### src/sv/aubs_pkg.sv
// ----------------------------------------------------------------------------
// aubs_pkg
// Types, widths and constants shared by the update budget scheduler.
// ----------------------------------------------------------------------------
package aubs_pkg;

  typedef logic [11:0] cnt_t;   // entry counts and indexes
  typedef logic [19:0] us_t;    // microseconds
  typedef logic [27:0] avg_t;   // microseconds, Q20.8
  typedef logic [3:0]  run_t;   // run lengths and run counters
  typedef logic [7:0]  step_t;  // grow / shrink amounts
  typedef logic [8:0]  wgt_t;   // Q1.8 weight, 256 is one

  // register indexes on the configuration port
  typedef enum logic [2:0] {
    REG_FLOOR     = 3'd0,
    REG_GROW      = 3'd1,
    REG_SHRINK    = 3'd2,
    REG_SUCC_RUN  = 3'd3,
    REG_FAIL_RUN  = 3'd4,
    REG_WEIGHT    = 3'd5,
    REG_TARGET    = 3'd6
  } reg_idx_t;

  localparam cnt_t  FLOOR_RST    = 12'd30;
  localparam step_t GROW_RST     = 8'd5;
  localparam step_t SHRINK_RST   = 8'd15;
  localparam run_t  SUCC_RUN_RST = 4'd4;
  localparam run_t  FAIL_RUN_RST = 4'd1;
  localparam wgt_t  WEIGHT_RST   = 9'd38;
  localparam us_t   TARGET_RST   = 20'd16600;

  localparam wgt_t  WEIGHT_ONE   = 9'd256;
  localparam avg_t  SEED_Q8      = 28'(8000 * 256);
  localparam avg_t  ROOMY_Q8     = 28'(1500 * 256);
  localparam avg_t  TIGHT_Q8     = 28'(500 * 256);
  localparam logic [37:0] ROUND_Q8 = 38'd128;

  typedef struct packed {
    cnt_t  floor_count;
    step_t grow_step;
    step_t shrink_step;
    run_t  success_run;
    run_t  failure_run;
    wgt_t  weight;
    us_t   target;
  } cfg_t;

  // service window for one frame
  typedef struct packed {
    cnt_t g;            // clamped guaranteed count
    cnt_t high;
    cnt_t pool;
    cnt_t rr;
    cnt_t start;
    cnt_t cursor_next;
  } win_t;

  // adaptation decision for one frame
  typedef struct packed {
    cnt_t g_next;
    avg_t avg_next;
    logic seen_next;
    run_t succ_next;
    run_t fail_next;
    cnt_t clr_from;
    cnt_t clr_to;
  } adapt_t;

endpackage

### src/sv/adaptive_update_budget_scheduler.sv
// ----------------------------------------------------------------------------
// adaptive_update_budget_scheduler
// Per-frame service window and adaptive guaranteed count for a ranked list.
// ----------------------------------------------------------------------------
// One input word per frame (entry total, measured non-render time) gives one
// result word: the fixed head 0..high_count-1, a round-robin window of
// rotate_count entries from rotate_start wrapping at pool_size, the demoted
// range clear_from..clear_to-1 when the guaranteed count shrank, and the count
// that applies from the next frame. A word is taken every clock unless the
// output stalls: it lands in an input register, and as it moves on one pass
// of logic (window clamp, a 9x20 and a 9x28 multiply for the moving average,
// budget compare and hysteresis) writes the result register and the scheduler
// state together, so the next word already sees the updated state. While a
// result waits on a stalled output the input register takes one more word and
// then holds the input off. The user must write registers on the cfg port only
// while no word is in flight, not enforced by the block; index 7 is ignored.
// A total of zero returns skipped with empty ranges and leaves all state alone.
// ----------------------------------------------------------------------------
module adaptive_update_budget_scheduler #(
  parameter int unsigned MAX_ENTRIES = 4096
) (
  input  logic        clk,
  input  logic        rst,
  // input stream
  input  logic        s_tvalid,
  output logic        s_tready,
  input  logic [31:0] s_tdata,   // [11:0] total_entries, [31:12] other_time_us
  // result stream
  output logic        m_tvalid,
  input  logic        m_tready,
  output logic [87:0] m_tdata,   // [11:0] high_count, [23:12] rotate_start,
                                 // [35:24] rotate_count, [47:36] pool_size,
                                 // [59:48] clear_from, [71:60] clear_to,
                                 // [83:72] next_guaranteed, [87:84] zero
  output logic        m_tuser,   // [0] skipped
  // configuration writes
  input  logic        cfg_valid,
  output logic        cfg_ready,
  input  logic [2:0]  cfg_index,
  input  logic [19:0] cfg_data
);

  localparam int unsigned LIMIT = MAX_ENTRIES - 1;

  // configuration
  aubs_pkg::cfg_t cfg;

  // scheduler state
  aubs_pkg::cnt_t guaranteed_count;
  aubs_pkg::cnt_t rotate_cursor;
  aubs_pkg::run_t success_counter;
  aubs_pkg::run_t failure_counter;
  logic           time_seen;
  aubs_pkg::avg_t average_time;

  // input register
  logic           in_valid;
  aubs_pkg::cnt_t in_total;
  aubs_pkg::us_t  in_sample;

  // result register
  logic           out_valid;
  logic           out_skipped;
  aubs_pkg::cnt_t out_high, out_start, out_rr, out_pool, out_from, out_to, out_next_g;

  logic             advance;
  aubs_pkg::cnt_t   total;
  logic             zero_total;
  aubs_pkg::win_t   win;
  aubs_pkg::adapt_t adapt;

  // input stage moves on whenever the result register is free or draining
  assign advance   = in_valid && (!out_valid || m_tready);
  assign s_tready  = !in_valid || advance;
  assign cfg_ready = 1'b1;

  assign total      = ({20'b0, in_total} > LIMIT) ? aubs_pkg::cnt_t'(LIMIT) : in_total;
  assign zero_total = (total == '0);

  aubs_window u_window (
    .total       (total),
    .guaranteed  (guaranteed_count),
    .floor_count (cfg.floor_count),
    .cursor      (rotate_cursor),
    .win         (win)
  );

  aubs_adapt u_adapt (
    .total  (total),
    .sample (in_sample),
    .g      (win.g),
    .pool   (win.pool),
    .cfg    (cfg),
    .avg    (average_time),
    .seen   (time_seen),
    .succ   (success_counter),
    .fail   (failure_counter),
    .res    (adapt)
  );

  // configuration registers
  always_ff @(posedge clk) begin
    if (rst) begin
      cfg.floor_count <= aubs_pkg::FLOOR_RST;
      cfg.grow_step   <= aubs_pkg::GROW_RST;
      cfg.shrink_step <= aubs_pkg::SHRINK_RST;
      cfg.success_run <= aubs_pkg::SUCC_RUN_RST;
      cfg.failure_run <= aubs_pkg::FAIL_RUN_RST;
      cfg.weight      <= aubs_pkg::WEIGHT_RST;
      cfg.target      <= aubs_pkg::TARGET_RST;
    end else if (cfg_valid && cfg_ready) begin
      case (aubs_pkg::reg_idx_t'(cfg_index))
        aubs_pkg::REG_FLOOR:    cfg.floor_count <= cfg_data[11:0];
        aubs_pkg::REG_GROW:     cfg.grow_step   <= cfg_data[7:0];
        aubs_pkg::REG_SHRINK:   cfg.shrink_step <= cfg_data[7:0];
        aubs_pkg::REG_SUCC_RUN: cfg.success_run <= cfg_data[3:0];
        aubs_pkg::REG_FAIL_RUN: cfg.failure_run <= cfg_data[3:0];
        aubs_pkg::REG_WEIGHT:   cfg.weight      <= cfg_data[8:0];
        aubs_pkg::REG_TARGET:   cfg.target      <= cfg_data;
        default: ;
      endcase
    end
  end

  // input register
  always_ff @(posedge clk) begin
    if (rst) begin
      in_valid <= 1'b0;
    end else if (s_tready) begin
      in_valid <= s_tvalid;
    end
    if (s_tvalid && s_tready) begin
      in_total  <= s_tdata[11:0];
      in_sample <= s_tdata[31:12];
    end
  end

  // scheduler state, updated once per word with a nonzero total as it passes
  always_ff @(posedge clk) begin
    if (rst) begin
      guaranteed_count <= aubs_pkg::FLOOR_RST;
      rotate_cursor    <= '0;
      success_counter  <= '0;
      failure_counter  <= '0;
      time_seen        <= 1'b0;
      average_time     <= '0;
    end else if (advance && !zero_total) begin
      guaranteed_count <= adapt.g_next;
      rotate_cursor    <= win.cursor_next;
      success_counter  <= adapt.succ_next;
      failure_counter  <= adapt.fail_next;
      time_seen        <= adapt.seen_next;
      average_time     <= adapt.avg_next;
    end
  end

  // result register
  always_ff @(posedge clk) begin
    if (rst) begin
      out_valid <= 1'b0;
    end else if (advance) begin
      out_valid <= 1'b1;
    end else if (m_tready) begin
      out_valid <= 1'b0;
    end
    if (advance) begin
      out_skipped <= zero_total;
      if (zero_total) begin
        out_high   <= '0;
        out_start  <= '0;
        out_rr     <= '0;
        out_pool   <= '0;
        out_from   <= '0;
        out_to     <= '0;
        out_next_g <= guaranteed_count;
      end else begin
        out_high   <= win.high;
        out_start  <= win.start;
        out_rr     <= win.rr;
        out_pool   <= win.pool;
        out_from   <= adapt.clr_from;
        out_to     <= adapt.clr_to;
        out_next_g <= adapt.g_next;
      end
    end
  end

  assign m_tvalid = out_valid;
  assign m_tuser  = out_skipped;
  assign m_tdata  = {4'b0, out_next_g, out_to, out_from, out_pool, out_rr, out_start, out_high};

  // a word leaving the input stage always shows up at the output next cycle
  a_advance_lands: assert property (@(posedge clk) disable iff (rst)
    advance |=> m_tvalid)
    else $error("result register missed a word");

  // skipped frames carry empty ranges
  a_skip_empty: assert property (@(posedge clk) disable iff (rst)
    (m_tvalid && m_tuser) |-> (m_tdata[71:0] == '0))
    else $error("skipped frame with non-empty ranges");

  // fixed head fits in the pool, window no longer than the head
  a_window_order: assert property (@(posedge clk) disable iff (rst)
    m_tvalid |-> ((m_tdata[11:0] <= m_tdata[47:36]) && (m_tdata[35:24] <= m_tdata[11:0])))
    else $error("window out of order");

  // a demotion range always ends at the pool size
  a_clear_shrinks: assert property (@(posedge clk) disable iff (rst)
    (m_tvalid && (m_tdata[71:60] > m_tdata[59:48])) |-> (m_tdata[71:60] == m_tdata[47:36]))
    else $error("demoted range does not end at pool");

endmodule

### src/sv/aubs_window.sv
// ----------------------------------------------------------------------------
// aubs_window
// Clamps the guaranteed count and works out pool, fixed head and the
// round-robin window with its wrapping cursor.
// ----------------------------------------------------------------------------
module aubs_window (
  input  aubs_pkg::cnt_t total,
  input  aubs_pkg::cnt_t guaranteed,
  input  aubs_pkg::cnt_t floor_count,
  input  aubs_pkg::cnt_t cursor,
  output aubs_pkg::win_t win
);

  aubs_pkg::cnt_t g, pool, high, rem, rr, cur;
  logic [13:0]    g3;
  logic [12:0]    off;

  always_comb begin
    if (guaranteed < floor_count) begin
      g = floor_count;
    end else if (guaranteed > total) begin
      g = total;
    end else begin
      g = guaranteed;
    end

    g3   = {2'b00, g} + {1'b0, g, 1'b0};
    pool = (g3 < {2'b00, total}) ? g3[11:0] : total;
    high = (g < pool) ? g : pool;
    rem  = pool - high;
    rr   = (g < rem) ? g : rem;

    // cursor outside the rotating part restarts at its head
    cur = ((cursor < high) || (cursor >= pool)) ? high : cursor;
    off = {1'b0, cur - high} + {1'b0, rr};
    if (off >= {1'b0, rem}) begin
      off = off - {1'b0, rem};
    end

    win.g    = g;
    win.high = high;
    win.pool = pool;
    win.rr   = rr;
    if (rem != '0) begin
      win.start       = cur;
      win.cursor_next = high + off[11:0];
    end else begin
      win.start       = high;
      win.cursor_next = cursor;
    end
  end

endmodule

### src/sv/aubs_adapt.sv
// ----------------------------------------------------------------------------
// aubs_adapt
// Moving average of the non-render time, budget test and the grow / shrink
// hysteresis on the guaranteed count.
// ----------------------------------------------------------------------------
module aubs_adapt (
  input  aubs_pkg::cnt_t total,
  input  aubs_pkg::us_t  sample,
  input  aubs_pkg::cnt_t g,
  input  aubs_pkg::cnt_t pool,
  input  aubs_pkg::cfg_t cfg,
  input  aubs_pkg::avg_t avg,
  input  logic           seen,
  input  aubs_pkg::run_t succ,
  input  aubs_pkg::run_t fail,
  output aubs_pkg::adapt_t res
);

  logic [13:0]    floor3, new_pool3;
  logic           big, neg, roomy, tight;
  aubs_pkg::wgt_t w, w_inv;
  logic [28:0]    prod_new;
  logic [36:0]    prod_old;
  logic [37:0]    acc;
  aubs_pkg::avg_t avg_upd, avg_new;
  logic [28:0]    diff;
  aubs_pkg::run_t succ_inc, fail_inc;
  logic [12:0]    g_sum, floor_shr;
  aubs_pkg::cnt_t g_shr, new_pool;

  always_comb begin
    floor3 = {2'b00, cfg.floor_count} + {1'b0, cfg.floor_count, 1'b0};
    big    = {2'b00, total} > floor3;

    // avg' = (w*sample*256 + (256-w)*avg + 128) / 256
    w        = (cfg.weight > aubs_pkg::WEIGHT_ONE) ? aubs_pkg::WEIGHT_ONE : cfg.weight;
    w_inv    = aubs_pkg::WEIGHT_ONE - w;
    prod_new = w * sample;
    prod_old = w_inv * avg;
    acc      = {1'b0, prod_new, 8'b0} + {1'b0, prod_old} + aubs_pkg::ROUND_Q8;
    avg_upd  = acc[35:8];
    avg_new  = seen ? avg_upd : aubs_pkg::SEED_Q8;

    // budget cap sits above both thresholds, only the sign matters
    diff  = {1'b0, cfg.target, 8'b0} - {1'b0, avg_new};
    neg   = diff[28];
    roomy = !neg && (diff[27:0] > aubs_pkg::ROOMY_Q8);
    tight = neg || (diff[27:0] <= aubs_pkg::TIGHT_Q8);

    succ_inc  = succ + 4'd1;
    fail_inc  = fail + 4'd1;
    g_sum     = {1'b0, g} + {5'b0, cfg.grow_step};
    floor_shr = {1'b0, cfg.floor_count} + {5'b0, cfg.shrink_step};
    g_shr     = ({1'b0, g} >= floor_shr) ? (g - {4'b0, cfg.shrink_step}) : cfg.floor_count;
    new_pool3 = {2'b00, g_shr} + {1'b0, g_shr, 1'b0};
    new_pool  = (new_pool3 < {2'b00, total}) ? new_pool3[11:0] : total;

    res.g_next    = g;
    res.avg_next  = avg;
    res.seen_next = seen;
    res.succ_next = succ;
    res.fail_next = fail;
    res.clr_from  = '0;
    res.clr_to    = '0;

    if (big) begin
      res.avg_next  = avg_new;
      res.seen_next = 1'b1;
      if (roomy) begin
        res.fail_next = '0;
        res.succ_next = succ_inc;
        if (succ_inc >= cfg.success_run) begin
          res.g_next    = (g_sum < {1'b0, total}) ? g_sum[11:0] : total;
          res.succ_next = '0;
        end
      end else if (tight) begin
        res.succ_next = '0;
        res.fail_next = fail_inc;
        if (fail_inc >= cfg.failure_run) begin
          res.g_next    = g_shr;
          res.fail_next = '0;
          if (new_pool < pool) begin
            res.clr_from = new_pool;
            res.clr_to   = pool;
          end
        end
      end
    end else begin
      res.seen_next = 1'b0;
      res.succ_next = '0;
      res.fail_next = '0;
    end
  end

endmodule

### config.mk
export PLATFORM = sky130hd
export DESIGN_NAME = adaptive_update_budget_scheduler
export DESIGN_NICKNAME = d
export VERILOG_FILES = /design/src/sv/aubs_pkg.sv /design/src/sv/adaptive_update_budget_scheduler.sv /design/src/sv/aubs_window.sv /design/src/sv/aubs_adapt.sv
export SDC_FILE = /design/constraint.sdc
export NUM_CORES = 2
export LEC_CHECK = 0
export ABC_AREA = 0
export ABC_CLOCK_PERIOD_IN_PS = 22700
export BUFFER_PORTS_ARGS = -buffer_cell sky130_fd_sc_hd__buf_4
export CAP_MARGIN = 20
export CORE_MARGIN = 5
export CORE_UTILIZATION = 38
export DETAILED_ROUTE_END_ITERATION = 12
export SKIP_CTS_REPAIR_TIMING = 1
export SLEW_MARGIN = 20
export SYNTH_ARGS = -nofsm -noshare
export SYNTH_HDL_FRONTEND = slang
export SYNTH_SLANG_ARGS = --single-unit
### constraint.sdc
create_clock -name clk -period 22.7 [get_ports clk]
set_input_delay 4.54 -clock clk [delete_from_list [all_inputs] [get_ports clk]]
set_output_delay 4.54 -clock clk [all_outputs]
set_load 0.02 [all_outputs]
# Word-level counts from Yosys, hierarchy flattened
# Cells that the tools add are included.
# W data, S select, Z words.
[totals]
wordCells = 127
reg_bits = 245
output_inout_bits = 92
inputBits = 60
[op_classes]
n_addsub = 17
multipliers = 2
n_reduce_logical = 27
n_bitwise = 4
eq_ne = 7
n_mux = 27
order_cmp = 18
[op_table]
columns = ["cell", "count"]
rows = [
  ["$mux W12", 15],
  ["$lt A12 B12 Y1", 5],
  ["$mux W28", 2],
  ["$mux W24", 2],
  ["$add A12 B13 Y14", 3],
  ["$mux W40", 1],
  ["$add A36 B36 Y36", 1],
  ["$add A36 B8 Y36 const B", 1],
  ["$mul A9 B28 Y36", 1],
  ["$sub A12 B12 Y12", 3],
  ["$mux W32", 1],
  ["$sub A28 B28 Y29", 1],
  ["$gt A28 B19 Y1 const B", 1],
  ["$le A28 B17 Y1 const B", 1],
  ["$lt A14 B12 Y1", 2],
  ["$mul A9 B20 Y28", 1],
  ["$add A12 B8 Y13", 2],
  ["$reduce_and A2 Y1", 10],
  ["$mux W9", 2],
  ["$gt A12 B14 Y1", 1],
  ["$add A12 B12 Y13", 1],
  ["$ge A12 B13 Y1", 1],
  ["$ge A13 B12 Y1", 1],
  ["$lt A13 B12 Y1", 1],
  ["24 further kinds", 42],
]

# Logic depth before layout (Yosys ltp)
[logic_depth]
word_depth = 17
depth_mapped = 99
ltp_nobuf = 92

# By module
# A second synthesis with hierarchy kept.
[unflattened]
hier_cells = 4313
area_unflattened_um2 = 36207.2
[modules_own_cells]
columns = ["module", "instances", "area_per_inst_um2", "seq_area_each_um2", "cells_each"]
rows = [
  ["aubs_adapt", 1, 20198.1, 0.0, 2483],
  ["adaptive_update_budget_scheduler", 1, 8742.1, 6075.8, 784],
  ["aubs_window", 1, 7267.0, 0.0, 1046],
]

# Worst setup path after synthesis
# OpenSTA, ideal clock, no wires.
[synth_path]
kind = "register to register"
startpoint = "reg, netlist name cfg[55]"
endpoint = "reg rotate_cursor[9]"
arrival_ns = 17.824
slack_ns = 4.797
required_time_ns = 22.621
setup_time_ns = 0.079
path_stages_with_launch = 95
synth_period_minus_slack_ns = 17.903
path_buffers = 7
cell_sequence = "dfxtp_1 -> clkbuf_1 -> inv_1 -> ha_1 -> a211o_1 -> a31oi_1 -> o21ai_1 -> a221o_1 -> a21o_1 -> buf_6 -> nand2_1 -> a21boi_0 -> clkinv_1 -> ha_1 -> fa_1 -> inv_1 -> o21ai_0 -> a211o_1 -> [59 not listed] -> o21bai_1 -> a21oi_1 -> xnor2_1 -> ha_1 -> a211o_1 -> a21oi_1 -> nand2_1 -> clkbuf_1 -> o21ai_0 -> ha_1 -> a21o_1 -> a21oi_1 -> nand3_1 -> a31oi_4 -> o31ai_4 -> or2_1 -> a211o_1 -> o211ai_1"
[synth_between]
elab_cells_between_ends = 22
cone_classes = "add/sub: 6; order compare: 7; mux: 6; reduce/logical: 3"
[synth_lines]
columns = ["item", "line_no", "rtl"]
rows = [
  ["$lt A12 B12 Y1", "aubs_window.sv:19", "if (guaranteed < floor_count) begin"],
  ["$mux W12 (*)", "aubs_window.sv:19", ""],
  ["$add A12 B13 Y14", "aubs_window.sv:27", "g3 = {2'b00, g} + {1'b0, g, 1'b0};"],
  ["$lt A14 B12 Y1", "aubs_window.sv:28", "pool = (g3 < {2'b00, total}) ? g3[11:0] : total;"],
  ["$mux W12", "aubs_window.sv:28", ""],
  ["$lt A12 B12 Y1", "aubs_window.sv:29", "high = (g < pool) ? g : pool;"],
  ["$mux W12 (*)", "aubs_window.sv:29", ""],
  ["via u_window.high[0]", "aubs_window.sv:14", "aubs_pkg::cnt_t g, pool, high, rem, rr, cur;"],
  ["$sub A12 B12 Y12 (*)", "aubs_window.sv:30", "rem = pool - high;"],
  ["$lt A12 B12 Y1", "aubs_window.sv:31", "rr = (g < rem) ? g : rem;"],
  ["$mux W12 (*)", "aubs_window.sv:31", ""],
  ["via u_window.rr[1]", "aubs_window.sv:14", ""],
  ["$add A12 B12 Y13 (*)", "aubs_window.sv:35", "off = {1'b0, cur - high} + {1'b0, rr};"],
  ["$sub A12 B12 Y12 or $ge A13 B12 Y1 (tied branches)", "aubs_window.sv:37, aubs_window.sv:36", ""],
  ["$mux W12 (*)", "aubs_window.sv:36", "if (off >= {1'b0, rem}) begin"],
  ["$add A12 B12 Y12 (*)", "aubs_window.sv:46", "win.cursor_next = high + off[11:0];"],
  ["end signal, assigned", "adaptive_update_budget_scheduler.sv:149", "rotate_cursor <= win.cursor_next;"],
  ["end, declared", "adaptive_update_budget_scheduler.sv:50", "aubs_pkg::cnt_t rotate_cursor;"],
]
# Mark *: on every way through the listed nets, which the timed path passes. The rest lies on a longest branch.
# A chain may end at the register's enable or synchronous reset.

# Worst setup path after layout
[layout_path]
startpoint = "reg in_total[3]"
endpoint = "reg rotate_cursor[9]"
[layout_between]
elab_cells_between_ends = 26
cone_classes = "add/sub: 6; order compare: 7; mux: 7; reduce/logical: 6"
[layout_lines]
columns = ["item", "line_no", "rtl"]
rows = [
  ["start, declared", "adaptive_update_budget_scheduler.sv:58", "aubs_pkg::cnt_t in_total;"],
  ["start signal, assigned", "adaptive_update_budget_scheduler.sv:133", "in_total <= s_tdata[11:0];"],
  ["$gt A12 B12 Y1", "aubs_window.sv:21", "end else if (guaranteed > total) begin"],
  ["$mux W12", "aubs_window.sv:21", ""],
  ["$mux W12", "aubs_window.sv:19", ""],
  ["$add A12 B13 Y14", "aubs_window.sv:27", ""],
  ["$lt A14 B12 Y1", "aubs_window.sv:28", ""],
  ["$mux W12", "aubs_window.sv:28", ""],
  ["$lt A12 B12 Y1", "aubs_window.sv:29", ""],
  ["$mux W12 (*)", "aubs_window.sv:29", ""],
  ["via u_window.high[0]", "aubs_window.sv:14", ""],
  ["$sub A12 B12 Y12 (*)", "aubs_window.sv:30", ""],
  ["$lt A12 B12 Y1", "aubs_window.sv:31", ""],
  ["$mux W12 (*)", "aubs_window.sv:31", ""],
  ["via u_window.rr[0]", "aubs_window.sv:14", ""],
  ["$add A12 B12 Y13 (*)", "aubs_window.sv:35", ""],
  ["$sub A12 B12 Y12 or $ge A13 B12 Y1 (tied branches)", "aubs_window.sv:37, aubs_window.sv:36", ""],
  ["$mux W12 (*)", "aubs_window.sv:36", ""],
  ["$add A12 B12 Y12 (*)", "aubs_window.sv:46", ""],
]
# Marks and branches as above.

==> impl_metrics.env <==
export IMPL_numPortBuffers=146
export IMPL_grt_pass1_wl_um=161000
export IMPL_layout_drive_gt1_share_pct=9.01
export IMPL_place_ws_ns=2.12
export IMPL_grt_max_degree=71
export IMPL_finalCritPeriodShare_pct=92.4
export IMPL_routed_via_density=5.38
export IMPL_cts_tree="yes"
export IMPL_r2r_start="in_total[3]$_DFFE_PP_"
export IMPL_finalCriticalPeriod_ns=20.98
export IMPL_gp_congestion=0.937
export IMPL_syn_inst=3847
export IMPL_final_cell_mix="nand2_1 (566), inv_1 (466), ha_1 (353)"
export IMPL_outcome="completed"
export IMPL_hpwl_um=79400
export IMPL_criticalPathCategory="reg2reg"
export IMPL_synth_seq_cells=245
export IMPL_final_common_cell="nand2_1"
export IMPL_slew_violations=0
export IMPL_nets=4674
export IMPL_hp_class="reg2reg"
export IMPL_seq_area_frac_synth_pct=18.4
export IMPL_worstPathArrival_ns=21.47
export IMPL_clk_latency_ns=0.58
export IMPL_synth_ff_type="dfxtp_1"
export IMPL_clockBufferDepth=3
export IMPL_syn_to_final_growth_pct=10.8
export IMPL_synth_edf_count=117
export IMPL_gr_total_overflow=0
export IMPL_grt_pass1_vias=27500
export IMPL_cts_inserted_buffers=34
export IMPL_path_clk_slew_ns=0.06
export IMPL_rows=108
export IMPL_cp_common_cell="a21oi_1"
export IMPL_fin_tns_setup_ns=0
export IMPL_hp_start="cfg[23]$_SDFFE_PP0P_"
export IMPL_whs_ns=0.454
export IMPL_required_ns=23.20
export IMPL_maxCapViolCount=0
export IMPL_vias=27400
export IMPL_clock_fmax_mhz=47.7
export IMPL_core_area_mm2=0.0865
export IMPL_drt_initial_drc_count=2011
export IMPL_synth_area_mm2=0.0330
export IMPL_root_buffer="clkbuf_16"
export IMPL_cp_max_fo=24
export IMPL_critPathLaunchType="flip-flop"
export IMPL_start_util_pct=38.1
export IMPL_post_route_drc_count=0
export IMPL_setup_ws_ns=1.72
export IMPL_async_flop_share_pct=0
export IMPL_rsz0062_at_grt="false"
export IMPL_first_pass_iters=5
export IMPL_crit_slowest_cell="a21oi_2"
export IMPL_htree_levels=2
export IMPL_detail_route_antenna_nets=0
export IMPL_worst_setup_path_end_kind="flip-flop"
export IMPL_pin_count=152
export IMPL_yosysWarnings=0
export IMPL_antenna_found_initial=5
export IMPL_fillers=8749
export IMPL_die_area_mm2=0.0927
export IMPL_syn_avg_cell_area_um2=8.57
export IMPL_fp_dieW_um=305
export IMPL_critPathLaunch="in_total[3]$_DFFE_PP_"
export IMPL_setup_viol=0
export IMPL_track_usage_pct=21.7
export IMPL_hold_viol=0
export IMPL_post_synth_num_cell_types=103
export IMPL_slew_limit_headroom_pct=18.8
export IMPL_wl_um=102000
export IMPL_clkSinkCount=245
export IMPL_wl_per_cell_um=20.0
export IMPL_die_h_um=305
export IMPL_worst_pin_slew_ns=1.21
export IMPL_slowest_delay_ns=0.68
export IMPL_skew_ns=0.0324
## critical path: cells and delay by family (launching register included)
kind | cells | cell delay, ns
mux | 2 | 0.63
compound gates | 45 | 10.37
flops | 1 | 0.65
xor+xnor | 2 | 0.53
fa+ha+maj | 16 | 5.28
buf+inv | 8 | 1.13
simple gates | 15 | 2.31
## final timing paths
check	endpoint	slack (ns)	depth (start not counted)
worst min register to register	cfg[23]$_SDFFE_PP0P_	0.45	2
worst max register to register	rotate_cursor[9]$_SDFFE_PP0P_	1.72	88
worst min-delay path	cfg[23]$_SDFFE_PP0P_	0.45	2
worst max-delay path	rotate_cursor[9]$_SDFFE_PP0P_	1.72	88
## Yosys cell counts, types with 7 or more instances
cell	n	share of area, %
or3_1	10	0.19
a211oi_1	36	0.82
mux2_2	10	0.34
o31ai_1	7	0.16
maj3_1	13	0.39
mux2i_1	45	1.4
nand4_1	10	0.19
a31oi_1	18	0.34
a211o_1	11	0.29
inv_1	467	5.3
o21ai_0	99	1.5
o21a_1	21	0.48
a21o_1	65	1.5
xnor2_1	146	3.9
a21boi_0	12	0.27
a221oi_1	7	0.19
nand2b_1	33	0.63
nor2b_1	54	1.0
a31o_2	9	0.24
nand2_1	566	6.4
nand3_1	61	0.93
nor2_1	242	2.8
dfxtp_1	128	7.8
o211ai_1	26	0.59
or2_2	12	0.23
a21oi_1	282	4.3
o21ai_1	13	0.20
buf_4	7	0.16
and3_1	8	0.15
and2_1	135	2.6
nor4_1	13	0.25
clkbuf_1	126	1.4
xor2_1	46	1.2
fa_1	345	21
o21bai_1	58	1.3
edfxtp_1	117	11
ha_1	353	13
buf_1	36	0.41
nor3_1	44	0.67
## kinds of logic (layout without fill, tap and decap cells)
logic type | Yosys count | in the layout | share of synthesized area [%]
and+or+nand+nor | 1228 | 1228 | 17.1
AOI/OAI and AO/OA | 760 | 760 | 15.2
adders and majority gates | 714 | 714 | 34.8
buffers and inverters | 649 | 741 | 7.53
DFF | 245 | 245 | 18.4
xor gates and xnor gates | 192 | 192 | 5.10
muxes | 57 | 57 | 1.82
other | 2 | 6 | 0.0228
## per-layer routing
layer	up-vias	GRT usage [%]	wire, µm
met5	-	0	35
met4	6	5.74	2870
met3	158	3.41	6710
met2	797	33.8	44600
met1	13500	31.7	47500
li1	12900	-	-
## flip-flops by register name, indices dropped and copies added (netlist names)
register          count
in_sample            20
out_high             12
success_counter       4
out_rr               12
m_tvalid              1
failure_counter       4
in_valid              1
out_next_g           12
cfg                  65
in_total             12
m_tuser               1
time_seen             1
rotate_cursor        12
out_pool             12
out_from             12
average_time         28
guaranteed_count     12
out_to               12
out_start            12
## per-stage QoR
stage | cell area [µm²] | instances | utilization [%]
floorplan | 33000 | 3850 | -
global placement | 35400 | 5034 | 40.9
detailed placement | 35400 | 5034 | 40.9
CTS | 36500 | 5096 | 42.2
global route | 36500 | 5097 | 42.2
finish | 36500 | 5098 | 42.2
## final cells by class
cell class	count	area [µm²]	share of cell area, %
clock buffers	41	940	2.57
diodes	1	2.50	0.00685
well taps	1155	1450	3.96
clock inverters	21	179	0.490
flip-flops and latches	245	6080	16.6
multi-input cells	2956	24500	67.2
repair buffers	205	1540	4.23
inverters	474	1780	4.87
Power is not shown: default switching activity piles up to over one toggle a cycle in this logic, so the estimate is an artifact.
